--- config.mk ---
export PLATFORM = sky130hd
export DESIGN_NAME = yuyv_to_rgb24_converter
export DESIGN_NICKNAME = d
export VERILOG_FILES = /design/src/hdl/yuyv_pkg.sv /design/src/hdl/yuyv_chroma.sv /design/src/hdl/yuyv_lane.sv /design/src/hdl/yuyv_to_rgb24_converter.sv
export SDC_FILE = /design/constraint.sdc
export NUM_CORES = 1
export LEC_CHECK = 0
export BUFFER_PORTS_ARGS = -buffer_cell sky130_fd_sc_hd__buf_2
export CAP_MARGIN = 20
export CELL_PAD_IN_SITES_DETAIL_PLACEMENT = 0
export CELL_PAD_IN_SITES_GLOBAL_PLACEMENT = 1
export CORE_UTILIZATION = 45
export DETAILED_ROUTE_END_ITERATION = 12
export PLACE_DENSITY = 0.79
export SYNTH_ARGS = -nofsm -noshare
export SYNTH_HDL_FRONTEND = slang
export SYNTH_SLANG_ARGS = --single-unit
--- constraint.sdc ---
create_clock -name i_clk -period 5.2 [get_ports i_clk]
set_input_delay 0 -clock i_clk [delete_from_list [all_inputs] [get_ports i_clk]]
set_output_delay 0 -clock i_clk [all_outputs]
set_load 0.01 [all_outputs]
--- src/hdl/yuyv_pkg.sv ---
// Shared types and constants for the YUYV to RGB24 converter.
// No dependencies.
package yuyv_pkg;

    localparam int PIX_W   = 8;
    localparam int DELTA_W = 10;
    localparam int SUM_W   = 11;

    localparam logic signed [8:0] CHROMA_BIAS  = 9'sd128;
    localparam logic signed [8:0] COEF_RED_V   = 9'sd104;
    localparam logic signed [8:0] COEF_GREEN_U = 9'sd89;
    localparam logic signed [8:0] COEF_GREEN_V = 9'sd183;
    localparam logic signed [8:0] COEF_BLUE_U  = 9'sd199;
    localparam logic [PIX_W-1:0]  CHANNEL_MAX  = 8'd255;

    typedef struct packed {
        logic signed [DELTA_W-1:0] dr;
        logic signed [DELTA_W-1:0] dg;
        logic signed [DELTA_W-1:0] db;
    } t_chroma_delta;

    typedef struct packed {
        logic [PIX_W-1:0] b;
        logic [PIX_W-1:0] g;
        logic [PIX_W-1:0] r;
    } t_rgb;

endpackage

--- src/hdl/yuyv_chroma.sv ---
// Shared chroma stage: per-channel color offsets from U and V, registered.
// Depends on yuyv_pkg.
module yuyv_chroma
    import yuyv_pkg::*;
(
    input  logic                i_clk,
    input  logic                i_en,
    input  logic [PIX_W-1:0]    i_cb,
    input  logic [PIX_W-1:0]    i_cr,
    output t_chroma_delta       o_delta
);

    logic signed [8:0]         w_u;
    logic signed [8:0]         w_v;
    logic signed [17:0]        w_p_rv;
    logic signed [17:0]        w_p_gu;
    logic signed [17:0]        w_p_gv;
    logic signed [17:0]        w_p_bu;
    logic signed [17:0]        w_s_rv;
    logic signed [17:0]        w_s_gu;
    logic signed [17:0]        w_s_gv;
    logic signed [17:0]        w_s_bu;
    t_chroma_delta             n_delta;
    t_chroma_delta             r_delta;

    assign w_u = $signed({1'b0, i_cb}) - CHROMA_BIAS;
    assign w_v = $signed({1'b0, i_cr}) - CHROMA_BIAS;

    assign w_p_rv = w_v * COEF_RED_V;
    assign w_p_gu = w_u * COEF_GREEN_U;
    assign w_p_gv = w_v * COEF_GREEN_V;
    assign w_p_bu = w_u * COEF_BLUE_U;

    // arithmetic shift floors toward minus infinity
    assign w_s_rv = w_p_rv >>> 8;
    assign w_s_gu = w_p_gu >>> 8;
    assign w_s_gv = w_p_gv >>> 8;
    assign w_s_bu = w_p_bu >>> 8;

    always_comb begin
        n_delta.dr = {w_v[8], w_v} + w_s_rv[DELTA_W-1:0];
        n_delta.dg = {DELTA_W{1'b0}} - w_s_gu[DELTA_W-1:0] - w_s_gv[DELTA_W-1:0];
        n_delta.db = {w_u[8], w_u} + w_s_bu[DELTA_W-1:0];
    end

    always_ff @(posedge i_clk) begin
        if (i_en) begin
            r_delta <= n_delta;
        end
    end

    assign o_delta = r_delta;

endmodule

--- src/hdl/yuyv_lane.sv ---
// One pixel lane: adds luma to the shared chroma offsets and saturates.
// Depends on yuyv_pkg.
module yuyv_lane
    import yuyv_pkg::*;
(
    input  logic [PIX_W-1:0]    i_luma,
    input  t_chroma_delta       i_delta,
    output t_rgb                o_rgb
);

    function automatic logic [PIX_W-1:0] f_clamp(input logic signed [SUM_W-1:0] v);
        logic [PIX_W-1:0] res;
        if (v < 0) begin
            res = '0;
        end else if (v > $signed({3'b000, CHANNEL_MAX})) begin
            res = CHANNEL_MAX;
        end else begin
            res = v[PIX_W-1:0];
        end
        return res;
    endfunction

    logic signed [SUM_W-1:0] w_y;
    logic signed [SUM_W-1:0] w_r;
    logic signed [SUM_W-1:0] w_g;
    logic signed [SUM_W-1:0] w_b;

    assign w_y = $signed({3'b000, i_luma});
    assign w_r = w_y + {i_delta.dr[DELTA_W-1], i_delta.dr};
    assign w_g = w_y + {i_delta.dg[DELTA_W-1], i_delta.dg};
    assign w_b = w_y + {i_delta.db[DELTA_W-1], i_delta.db};

    always_comb begin
        o_rgb.r = f_clamp(w_r);
        o_rgb.g = f_clamp(w_g);
        o_rgb.b = f_clamp(w_b);
    end

endmodule

--- src/hdl/yuyv_to_rgb24_converter.sv ---
// Top level of the YUYV to RGB24 converter: input stage, chroma stage,
// two pixel lanes and the output register. Depends on yuyv_pkg, yuyv_chroma, yuyv_lane.
//
// Converts one YUYV macropixel per request into two BT.601 full-range RGB24
// pixels. Fully pipelined: one request per cycle unless the master side stalls.
// The input stage registers both lumas and the shared chroma offsets, computed
// once; two luma lanes then add and saturate in parallel into the output
// register. Backpressure on the master side stalls the whole pipe;
// o_s_axis_tready follows o_m_axis_tvalid and i_m_axis_tready combinationally.
module yuyv_to_rgb24_converter
    import yuyv_pkg::*;
(
    input  logic        i_clk,
    input  logic        i_rst_n,
    input  logic        i_s_axis_tvalid,
    output logic        o_s_axis_tready,
    // [7:0] luma_first, [15:8] chroma_blue, [23:16] luma_second, [31:24] chroma_red
    input  logic [31:0] i_s_axis_tdata,
    output logic        o_m_axis_tvalid,
    input  logic        i_m_axis_tready,
    // [7:0] red_first, [15:8] green_first, [23:16] blue_first,
    // [31:24] red_second, [39:32] green_second, [47:40] blue_second
    output logic [47:0] o_m_axis_tdata
);

    logic               w_ce;
    logic               w_accept;
    logic               r_v1;
    logic               r_v2;
    logic [PIX_W-1:0]   r_y0;
    logic [PIX_W-1:0]   r_y1;
    t_chroma_delta      w_delta;
    t_rgb               w_px0;
    t_rgb               w_px1;
    t_rgb               r_px0;
    t_rgb               r_px1;

    assign w_ce     = !r_v2 || i_m_axis_tready;
    assign w_accept = i_s_axis_tvalid && w_ce;

    assign o_s_axis_tready = w_ce;
    assign o_m_axis_tvalid = r_v2;
    assign o_m_axis_tdata  = {r_px1.b, r_px1.g, r_px1.r, r_px0.b, r_px0.g, r_px0.r};

    always_ff @(posedge i_clk) begin
        if (!i_rst_n) begin
            r_v1 <= 1'b0;
            r_v2 <= 1'b0;
        end else if (w_ce) begin
            r_v1 <= i_s_axis_tvalid;
            r_v2 <= r_v1;
        end
    end

    always_ff @(posedge i_clk) begin
        if (w_ce) begin
            r_y0  <= i_s_axis_tdata[7:0];
            r_y1  <= i_s_axis_tdata[23:16];
            r_px0 <= w_px0;
            r_px1 <= w_px1;
        end
    end

    yuyv_chroma u_chroma (
        .i_clk   (i_clk),
        .i_en    (w_ce),
        .i_cb    (i_s_axis_tdata[15:8]),
        .i_cr    (i_s_axis_tdata[31:24]),
        .o_delta (w_delta)
    );

    yuyv_lane u_lane0 (
        .i_luma  (r_y0),
        .i_delta (w_delta),
        .o_rgb   (w_px0)
    );

    yuyv_lane u_lane1 (
        .i_luma  (r_y1),
        .i_delta (w_delta),
        .o_rgb   (w_px1)
    );

    a_accept_fills: assert property (@(posedge i_clk) disable iff (!i_rst_n)
        w_accept |=> r_v1)
        else $error("accepted request not in stage one");

    a_stage1_holds: assert property (@(posedge i_clk) disable iff (!i_rst_n)
        (r_v1 && !w_ce) |=> (r_v1 && $stable(r_y0) && $stable(r_y1)))
        else $error("stage one lost data during stall");

    a_out_source: assert property (@(posedge i_clk) disable iff (!i_rst_n)
        (r_v1 && w_ce) |=> o_m_axis_tvalid)
        else $error("stage one advanced without output");

endmodule

Word level (Yosys, flattened, before mapping)
Cells that the tools add are included.
Word-level totals
  word-level logic and storage cells: 49
  flip-flop bits (word level): 96
  input bits: 36
Cells by class
  add/sub/neg operators: 12
  multiply operators: 4
  order comparisons: 12
  reductions and logical operators: 2
  multiplexer cells: 6
Operator list (count)
  9-bit by 10-bit adder with 11-bit output: 6
  11-bit by 9-bit > comparator with 1-bit output (second input constant): 6
  11-bit by 1-bit less-than comparator with 1-bit output (second input constant): 6
  8-bit 2-to-1 mux: 6
  9-bit by 9-bit multiplier with 18-bit output (second input constant): 2
  8-bit by 8-bit subtractor with 9-bit output (second input constant): 2
  9-bit by 8-bit multiplier with 17-bit output (second input constant): 1
  9-bit by 5-bit multiplier with 14-bit output (second input constant): 1
  10-bit adder: 1
  9-bit by 9-bit adder with 10-bit output: 1
  1-bit by 10-bit subtractor with 10-bit output (first input constant): 1
  10-bit subtractor: 1
  1-bit logical NOT: 1
  1-bit logical OR: 1

Depth between registers and ports, before layout
Gate-level depths: netlist (run 1).
  word-level depth: 4
  gate-level depth with buffers: 24
  depth with buffers taken out: 24

By module
A second synthesis (run 1) with hierarchy kept.
Second synthesis, totals
  cells, all modules: 1131
  area total of the unflattened synthesis: 11203.2 sq um
Modules (own cells, without submodules)
  yuyv_chroma: times used 1, area each 6059.6 sq um, cells each 616, sequential area each 900.9 sq um
  yuyv_to_rgb24_converter: times used 1, area each 2004.4 sq um, cells each 72, sequential area each 1961.9 sq um
  yuyv_lane (u_lane0): times used 1, area each 1726.7 sq um, cells each 244, sequential area each 0.0 sq um
  yuyv_lane (u_lane1): times used 1, area each 1412.6 sq um, cells each 199, sequential area each 0.0 sq um

Worst setup path before layout (run 1)
No wires, ideal clock.
  path type: input to register
  from: input i_s_axis_tdata[31]
  to: register u_chroma.r_delta, in the netlist u_chroma.o_delta[19], data pin
  slack: -0.270 ns
  stages: 23
  arrival time: 5.202 ns
  cell sequence: clkbuf_1 inv_1 ha_1 xnor2_1 fa_1 fa_1 fa_1 inv_1 ha_1 o21ai_1 nor2_1 o31a_1 o21a_1 or2_2 ha_1 inv_1 fa_1 inv_1 a21o_1 nand4_1 a31oi_1 xnor2_1 xnor3_1
RTL lines
  from (decl): RTL line yuyv_to_rgb24_converter.sv:18  | input logic [31:0] i_s_axis_tdata,
  to (signal assigned): RTL line yuyv_chroma.sv:48  | r_delta <= n_delta;
  to (decl): RTL line yuyv_chroma.sv:24  | t_chroma_delta r_delta;

==> results.cfg, run 1 <==
[status]
outcome = completed

[grt]
grt_max_degree = 54
gr-usage-met3 = 0.01834
busiest_layer = met2
grt_util_met1 = 0.2664
grtUsageMet2 = 0.3357
first_global_vias = 8180
grt.overflow.total = 0
grt_usage = 0.1978
grt_pass1_wl_um = 40700
antenna_found_initial = 0

[yosys]
synthXorXnorAreaFrac = 0.06633
synth_top_family_by_area = adder cells
synth-simple-area-share = 0.08128
synth_compound_area_frac = 0.1950
synthAdderAreaFrac = 0.3395
ys.flop_type = edfxtp_1
synthArstFlopShare = 0
avgSynthCellArea_sq_um = 10.01
synth_seq_area_share = 0.2533
synth_nets = 1432
synth_top_area_frac = 0.2498
syn-instance-count = 1129
synth.most_common_cell = ha_1
synth_area_sq_mm = 0.01130
ys_ff_latch = 96
synth.area.top_cells = edfxtp_1, ha_1, fa_1
synth.top_cells.by_count = ha_1, inv_1, edfxtp_1
ys_warn_count = 0
post-synth-top-area-cell = edfxtp_1
muxShareOfSynthArea = 0.003986
synth-edff-count = 94
synth_cell_types = 78

[clock_network]
cts_tree = done
clockBufferDepth = 2
cts_buffers = 9
clock_latency_ns = 0.36
htree_levels = 3
cts_setup_buffers = 0
ctsRootBufferMaster = clkbuf_16
cts_num_sinks = 96
path_clk_slew_ns = 0.06

[final_layout]
diodes = 0
drive_gt1_frac = 0.1489
area_delta_synth_final_pct = 14.27
num-nets-final = 1574
fin_cells = 1600
fin_util = 0.5279

[sta]
period_needed_ns = 4.947
fin_skew_ns = 0.01211
worst_pin_slew_ns = 0.6320
rsz0062_at_grt = false
finalSetupViolCount = 0
period_share = 0.9513
fmax_ghz = 0.2022
final-hold-violation-count = 0
finalMaxSlewViolations = 0
max-slew-margin-rel = 0.5787

[die]
die_w_um = 160.5
core.rowCount = 57
core_sq_mm = 0.02446
io_pins = 86
initial_core_util = 0.4619
dieArea_sq_mm = 0.02575
fp.dieH_um = 160.5

[drt]
drt_pass1_iterations = 5
viasPerCell = 5.314
ant_nets = 0
wl_um = 24540
routedWlPerCell_um = 15.34
post-route-drc-count = 0
num_vias = 8503
drt_iter0_markers = 369

[placement]
place_hpwl_um = 20650
dp_cells = 1566
place_congestion = 0.8668
io_buffers = 85

[pwr]
vdd_drop_max_mv = 0.4060
power_density_mw_per_mm2 = 633.6
power_w = 0.008181
p_leak_nw = 6.148

[setup_path]
startpoint = i_s_axis_tdata[28]
worstSetupPathType = input pin to register
cp_max_fo = 4
critical_path.endpoint_type = register
arrival_ns = 5.04
reg2reg_setup_slack_ns = 2.24
r2r-start = r_y1[0]$_DFFE_PP_
critPathLaunchType = input pin
cp.required_ns = 5.29

[min_path]
min-delay-start = i_s_axis_tdata[8]
min_path_type = input pin to register

[run]
timing.max_cap.violations = 0
-- power by group --
| part | internal (W) | switching, W | leakage [nW] |
|---|---|---|---|
| Combinational | 0.00273 | 0.00308 | 5.00 |
| Clock | 0.000332 | 0.000296 | 0.132 |
| Sequential | 0.00149 | 0.000256 | 1.01 |
-- metrics by stage --
step / setup TNS [ns] / cell area (sq um) / hold slack, ns / setup slack, ns
floorplan: 0 / 11320 / 0.09887 / 0.05091
global placement: -0.09085 / 12430 / 0.1780 / -0.08306
detailed placement: -0.2706 / 12430 / 0.1781 / -0.1507
CTS: 0 / 12890 / 0.1381 / 0.2148
global route: 0 / 12910 / 0.1550 / 0.003706
finish: 0 / 12910 / 0.1449 / 0.2535
-- worst paths after layout --
kind | end | cells after the start
setup reg to reg | o_m_axis_tdata[42]$_SDFFCE_PN0P_ | 8
hold reg to reg | o_m_axis_tvalid$_SDFFE_PN0P_ | 2
setup / recovery | u_chroma.o_delta[19]$_DFFE_PP_ | 22
hold / removal | u_chroma.o_delta[0]$_DFFE_PP_ | 2
-- flip-flops by register name, summed over array words and instances, names as in the netlist --
name / flops
o_m_axis_tdata: 48
u_chroma.o_delta: 30
r_y0: 8
r_y1: 8
o_m_axis_tvalid: 1
r_v1: 1
-- cells by family after synthesis --
logic type | after synthesis
multiplexers | 4
AO/OA/AOI/OAI | 313
flip-flops | 96
adder cells (fa/ha/maj) | 267
AND/OR/NAND/NOR | 183
buffers and inverters | 182
XOR/XNOR | 84
-- per-layer routing --
metal,up-vias,wire [um]
met4,0,583
met3,31,660
met5,-,0
met2,133,11600
li1,4369,-
met1,3970,11700
-- layout by cell type (no fill, tap or decap), types with 14 or more instances in the layout --
| cell | count |
|---|---|
| buf_2 | 85 |
| o21a_1 | 24 |
| a21o_1 | 28 |
| nand3_1 | 14 |
| fa_1 | 66 |
| inv_1 | 161 |
| nand2_1 | 33 |
| dlygate4sd3_1 | 18 |
| nor2_1 | 52 |
| nor3_1 | 18 |
| edfxtp_1 | 94 |
| xnor2_1 | 44 |
| o21ai_0 | 31 |
| xor2_1 | 38 |
| buf_4 | 44 |
| ha_1 | 199 |
| a21oi_1 | 82 |
| a211oi_1 | 16 |
-- what timing repair did --
| item | in CTS | in global routing |
|---|---|---|
| endpoints found under the setup margin | 0 | 1 |
| gates resized for setup | 0 | 5 |
| endpoints found under the hold margin | 18 | 0 |
| hold buffers | 18 | 0 |
-- critical path, cell delays in order --
cell and delay [ns]:
buf_2 0.11, fa_1 0.53, inv_1 0.05, fa_1 0.51
inv_1 0.04, ha_1 0.30, fa_1 0.59, ha_4 0.21
a21oi_2 0.14, o31ai_2 0.10, o31a_1 0.28, o21a_1 0.18
or2_2 0.29, ha_1 0.31, inv_1 0.06, fa_1 0.43
inv_1 0.06, a21o_1 0.12, nand4_1 0.12, a31oi_1 0.22
xnor2_1 0.15, xnor3_1 0.22
-- area by class of cell --
type | instances | area [sq um]
clock buffers | 10 | 229.0
clock inverters | 6 | 52.55
fillers | 2216 | 11550
inverters | 166 | 623.1
multi-input cells | 851 | 7804
flip-flops and latches | 96 | 2863
well taps | 324 | 405.4
repair buffers | 147 | 935.9
(Power assumes the default switching activity.)
==> inputs of run 2 (changes only) <==
- ABC_AREA: unset -> 1
- BUFFER_PORTS_ARGS: -buffer_cell sky130_fd_sc_hd__buf_2 -> unset
- CORE_UTILIZATION: 45 -> 46
- DONT_BUFFER_PORTS: unset -> 1
==> run 2 against run 1 <==
Effect of this change:
- clock skew is 0.0019 ns lower
- critical path depth is 7 higher
- largest cell class unchanged
- sequential power is 5% higher
- synthesized cell count is 27% higher
- first-iteration DRC count is 62% higher
- highest routed layer unchanged
- sequential share of layout area is 0.088 points lower
- clock power is 4.8% higher
- setup slack better by 0.21 ns
- maximum frequency is 4.4% higher
- routed wire length is 3.4% higher
- combinational power is 3% lower
- non-clock buffer count is 118 lower
==> results.cfg, run 2 <==
[yosys]
synth.most_common_cell = inv_1
synth_area_sq_mm = 0.01206
synth-edff-count = 94
ys_warn_count = 0
synth_seq_area_share = 0.2374
synth.area.top_cells = edfxtp_1, ha_1, fa_1
synth_cell_types = 39
ys_ff_latch = 96
post-synth-top-area-cell = edfxtp_1
avgSynthCellArea_sq_um = 8.384
synthArstFlopShare = 0
syn-instance-count = 1438
synth_nets = 1741
synth.top_cells.by_count = inv_1, nand2_1, ha_1
synth_top_area_frac = 0.2341
ys.flop_type = edfxtp_1

[drt]
num_vias = 8925
wl_um = 25380
drt_iter0_markers = 598
routedWlPerCell_um = 14.08
drt_pass1_iterations = 5
viasPerCell = 4.950
post-route-drc-count = 0
ant_nets = 0

[placement]
dp_cells = 1762
io_buffers = 0
place_congestion = 0.9238
place_hpwl_um = 21410

[min_path]
min_path_type = input pin to register

[pwr]
pwr-share-comb = 0.695
intPower_w = 0.004162
p_leak_nw = 6.805
pwr-share-seq = 0.225
vdd_drop_max_mv = 0.3091
power.switching_w = 0.003977
p_clk_frac = 0.081
switching_share = 0.4887
power_density_mw_per_mm2 = 627.9

[final_layout]
area_delta_synth_final_pct = 7.524
n_fill_cell = 2449
largest_register_ffs = 48
diodes = 0
num-nets-final = 1771
final_cell_mix = inv_1, nand2_1, ha_1, nand3_1, edfxtp_1
fin_cells = 1803
final_common_cell = inv_1
drive_gt1_frac = 0.05295
fin_util = 0.5089

[clock_network]
cts_buffers = 9
clock_latency_ns = 0.36
cts_tree = done
htree_levels = 3
cts_setup_buffers = 0
clockBufferDepth = 2
cts_num_sinks = 96
ctsRootBufferMaster = clkbuf_16
path_clk_slew_ns = 0.06

[run]
timing.max_cap.violations = 0

[sta]
fmax_ghz = 0.2110
max-slew-margin-rel = 0.4649
fin_skew_ns = 0.01018
period_needed_ns = 4.739
rsz0062_at_grt = false
setup_tns_ns = 0
final-hold-violation-count = 0
finalMaxSlewViolations = 0
period_share = 0.9114
worst_pin_slew_ns = 0.8026
finalSetupViolCount = 0

[die]
die_w_um = 163.9
fp.dieH_um = 163.9
initial_core_util = 0.4733
io_pins = 86
dieArea_sq_mm = 0.02686
core_sq_mm = 0.02547
core.rowCount = 58

[setup_path]
cp_slowest_stage_delay_ns = 0.54
critical_path.endpoint_type = register
path_common_cell = nand2_1
critPathLaunchType = input pin
crit_path_top_delay_cell = fa_1
worstSetupPathType = input pin to register
cp_max_fo = 8
arrival_ns = 4.85
cp.required_ns = 5.31

[status]
outcome = completed

[grt]
grt_usage = 0.1991
grt_max_degree = 64
first_global_vias = 8875
grt.overflow.total = 0
grt_pass1_wl_um = 42100
antenna_found_initial = 0
-- run 2: layer usage --
| metal | up-vias | GRT usage | part of all wire |
|---|---|---|---|
| met4 | 0 | 0.06734 | 0.022 |
| met5 | - | 0 | 0 |
| met2 | 163 | 0.3488 | 0.48 |
| li1 | 4684 | - | - |
| met3 | 32 | 0.02020 | 0.029 |
| met1 | 4046 | 0.2546 | 0.47 |
-- run 2: worst max-delay path, delay by kind of cell --
family,cells,cell delay (ns)
simple gates,12,1.08
compound gates,1,0.13
buf+inv,6,0.28
xor+xnor,2,0.36
fa+ha+maj,8,2.99
-- run 2: metrics by stage --
stage          hold WS, ns  cell area [sq um]  power, W  worst slack [ns]
2_1_floorplan      0.09887              12060  0.006355            0.1107
3_5_place_dp       0.09893              12420  0.007499           0.06746
3_3_place_gp       0.09893              12420  0.007411            0.1698
4_1_cts            0.01959              12960  0.008210            0.4390
5_1_grt            0.08553              12960  0.009096           0.07307
6_report           0.03151              12960  0.008139            0.4609
-- run 2: layout make-up --
cell class / count / area (sq um) / share of cell area
Inverter: 312 / 1174 / 0.09053
Clock buffer: 9 / 225.2 / 0.01737
Timing Repair Buffer: 29 / 280.3 / 0.02162
Sequential cell: 96 / 2863 / 0.2208
Tap cell: 330 / 412.9 / 0.03185
Multi-Input combinational cell: 1020 / 7936 / 0.6122
Clock inverter: 7 / 72.57 / 0.005598
-- run 2: worst paths after layout --
kind	start	to	slack, ns	cells after the start
min reg2reg	r_v1$_SDFFE_PN0P_	r_v1$_SDFFE_PN0P_	0.49	2
max reg2reg	r_y1[0]$_DFFE_PP_	o_m_axis_tdata[32]$_SDFFCE_PN0P_	2.85	9
min	i_s_axis_tdata[31]	u_chroma.o_delta[27]$_DFFE_PP_	0.03	2
max	i_s_axis_tdata[30]	u_chroma.o_delta[19]$_DFFE_PP_	0.46	29
-- run 2: logic make-up after synthesis --
family                   share of synthesized area
AND/OR/NAND/NOR                             0.2119
buffers and inverters                       0.1043
adder cells (fa/ha/maj)                     0.3182
AO/OA/AOI/OAI                              0.06496
flip-flops                                  0.2374
XOR/XNOR                                   0.06320
-- run 2: timing repair --
item,4_1_cts,5_1_grt
gates resized for setup,0,0
endpoints found under the hold margin,23,0
hold buffers,25,0
-- run 2: power by group through the flow --
stage / clock, W / combinational (W) / sequential, W
after global routing: 0.000707 / 0.00652 / 0.00187
after floorplan: 0 / 0.00460 / 0.00176
after detailed placement: 0 / 0.00565 / 0.00185
after CTS: 0.000676 / 0.00570 / 0.00184
after global placement: 0 / 0.00557 / 0.00184
final: 0.000658 / 0.00565 / 0.00183
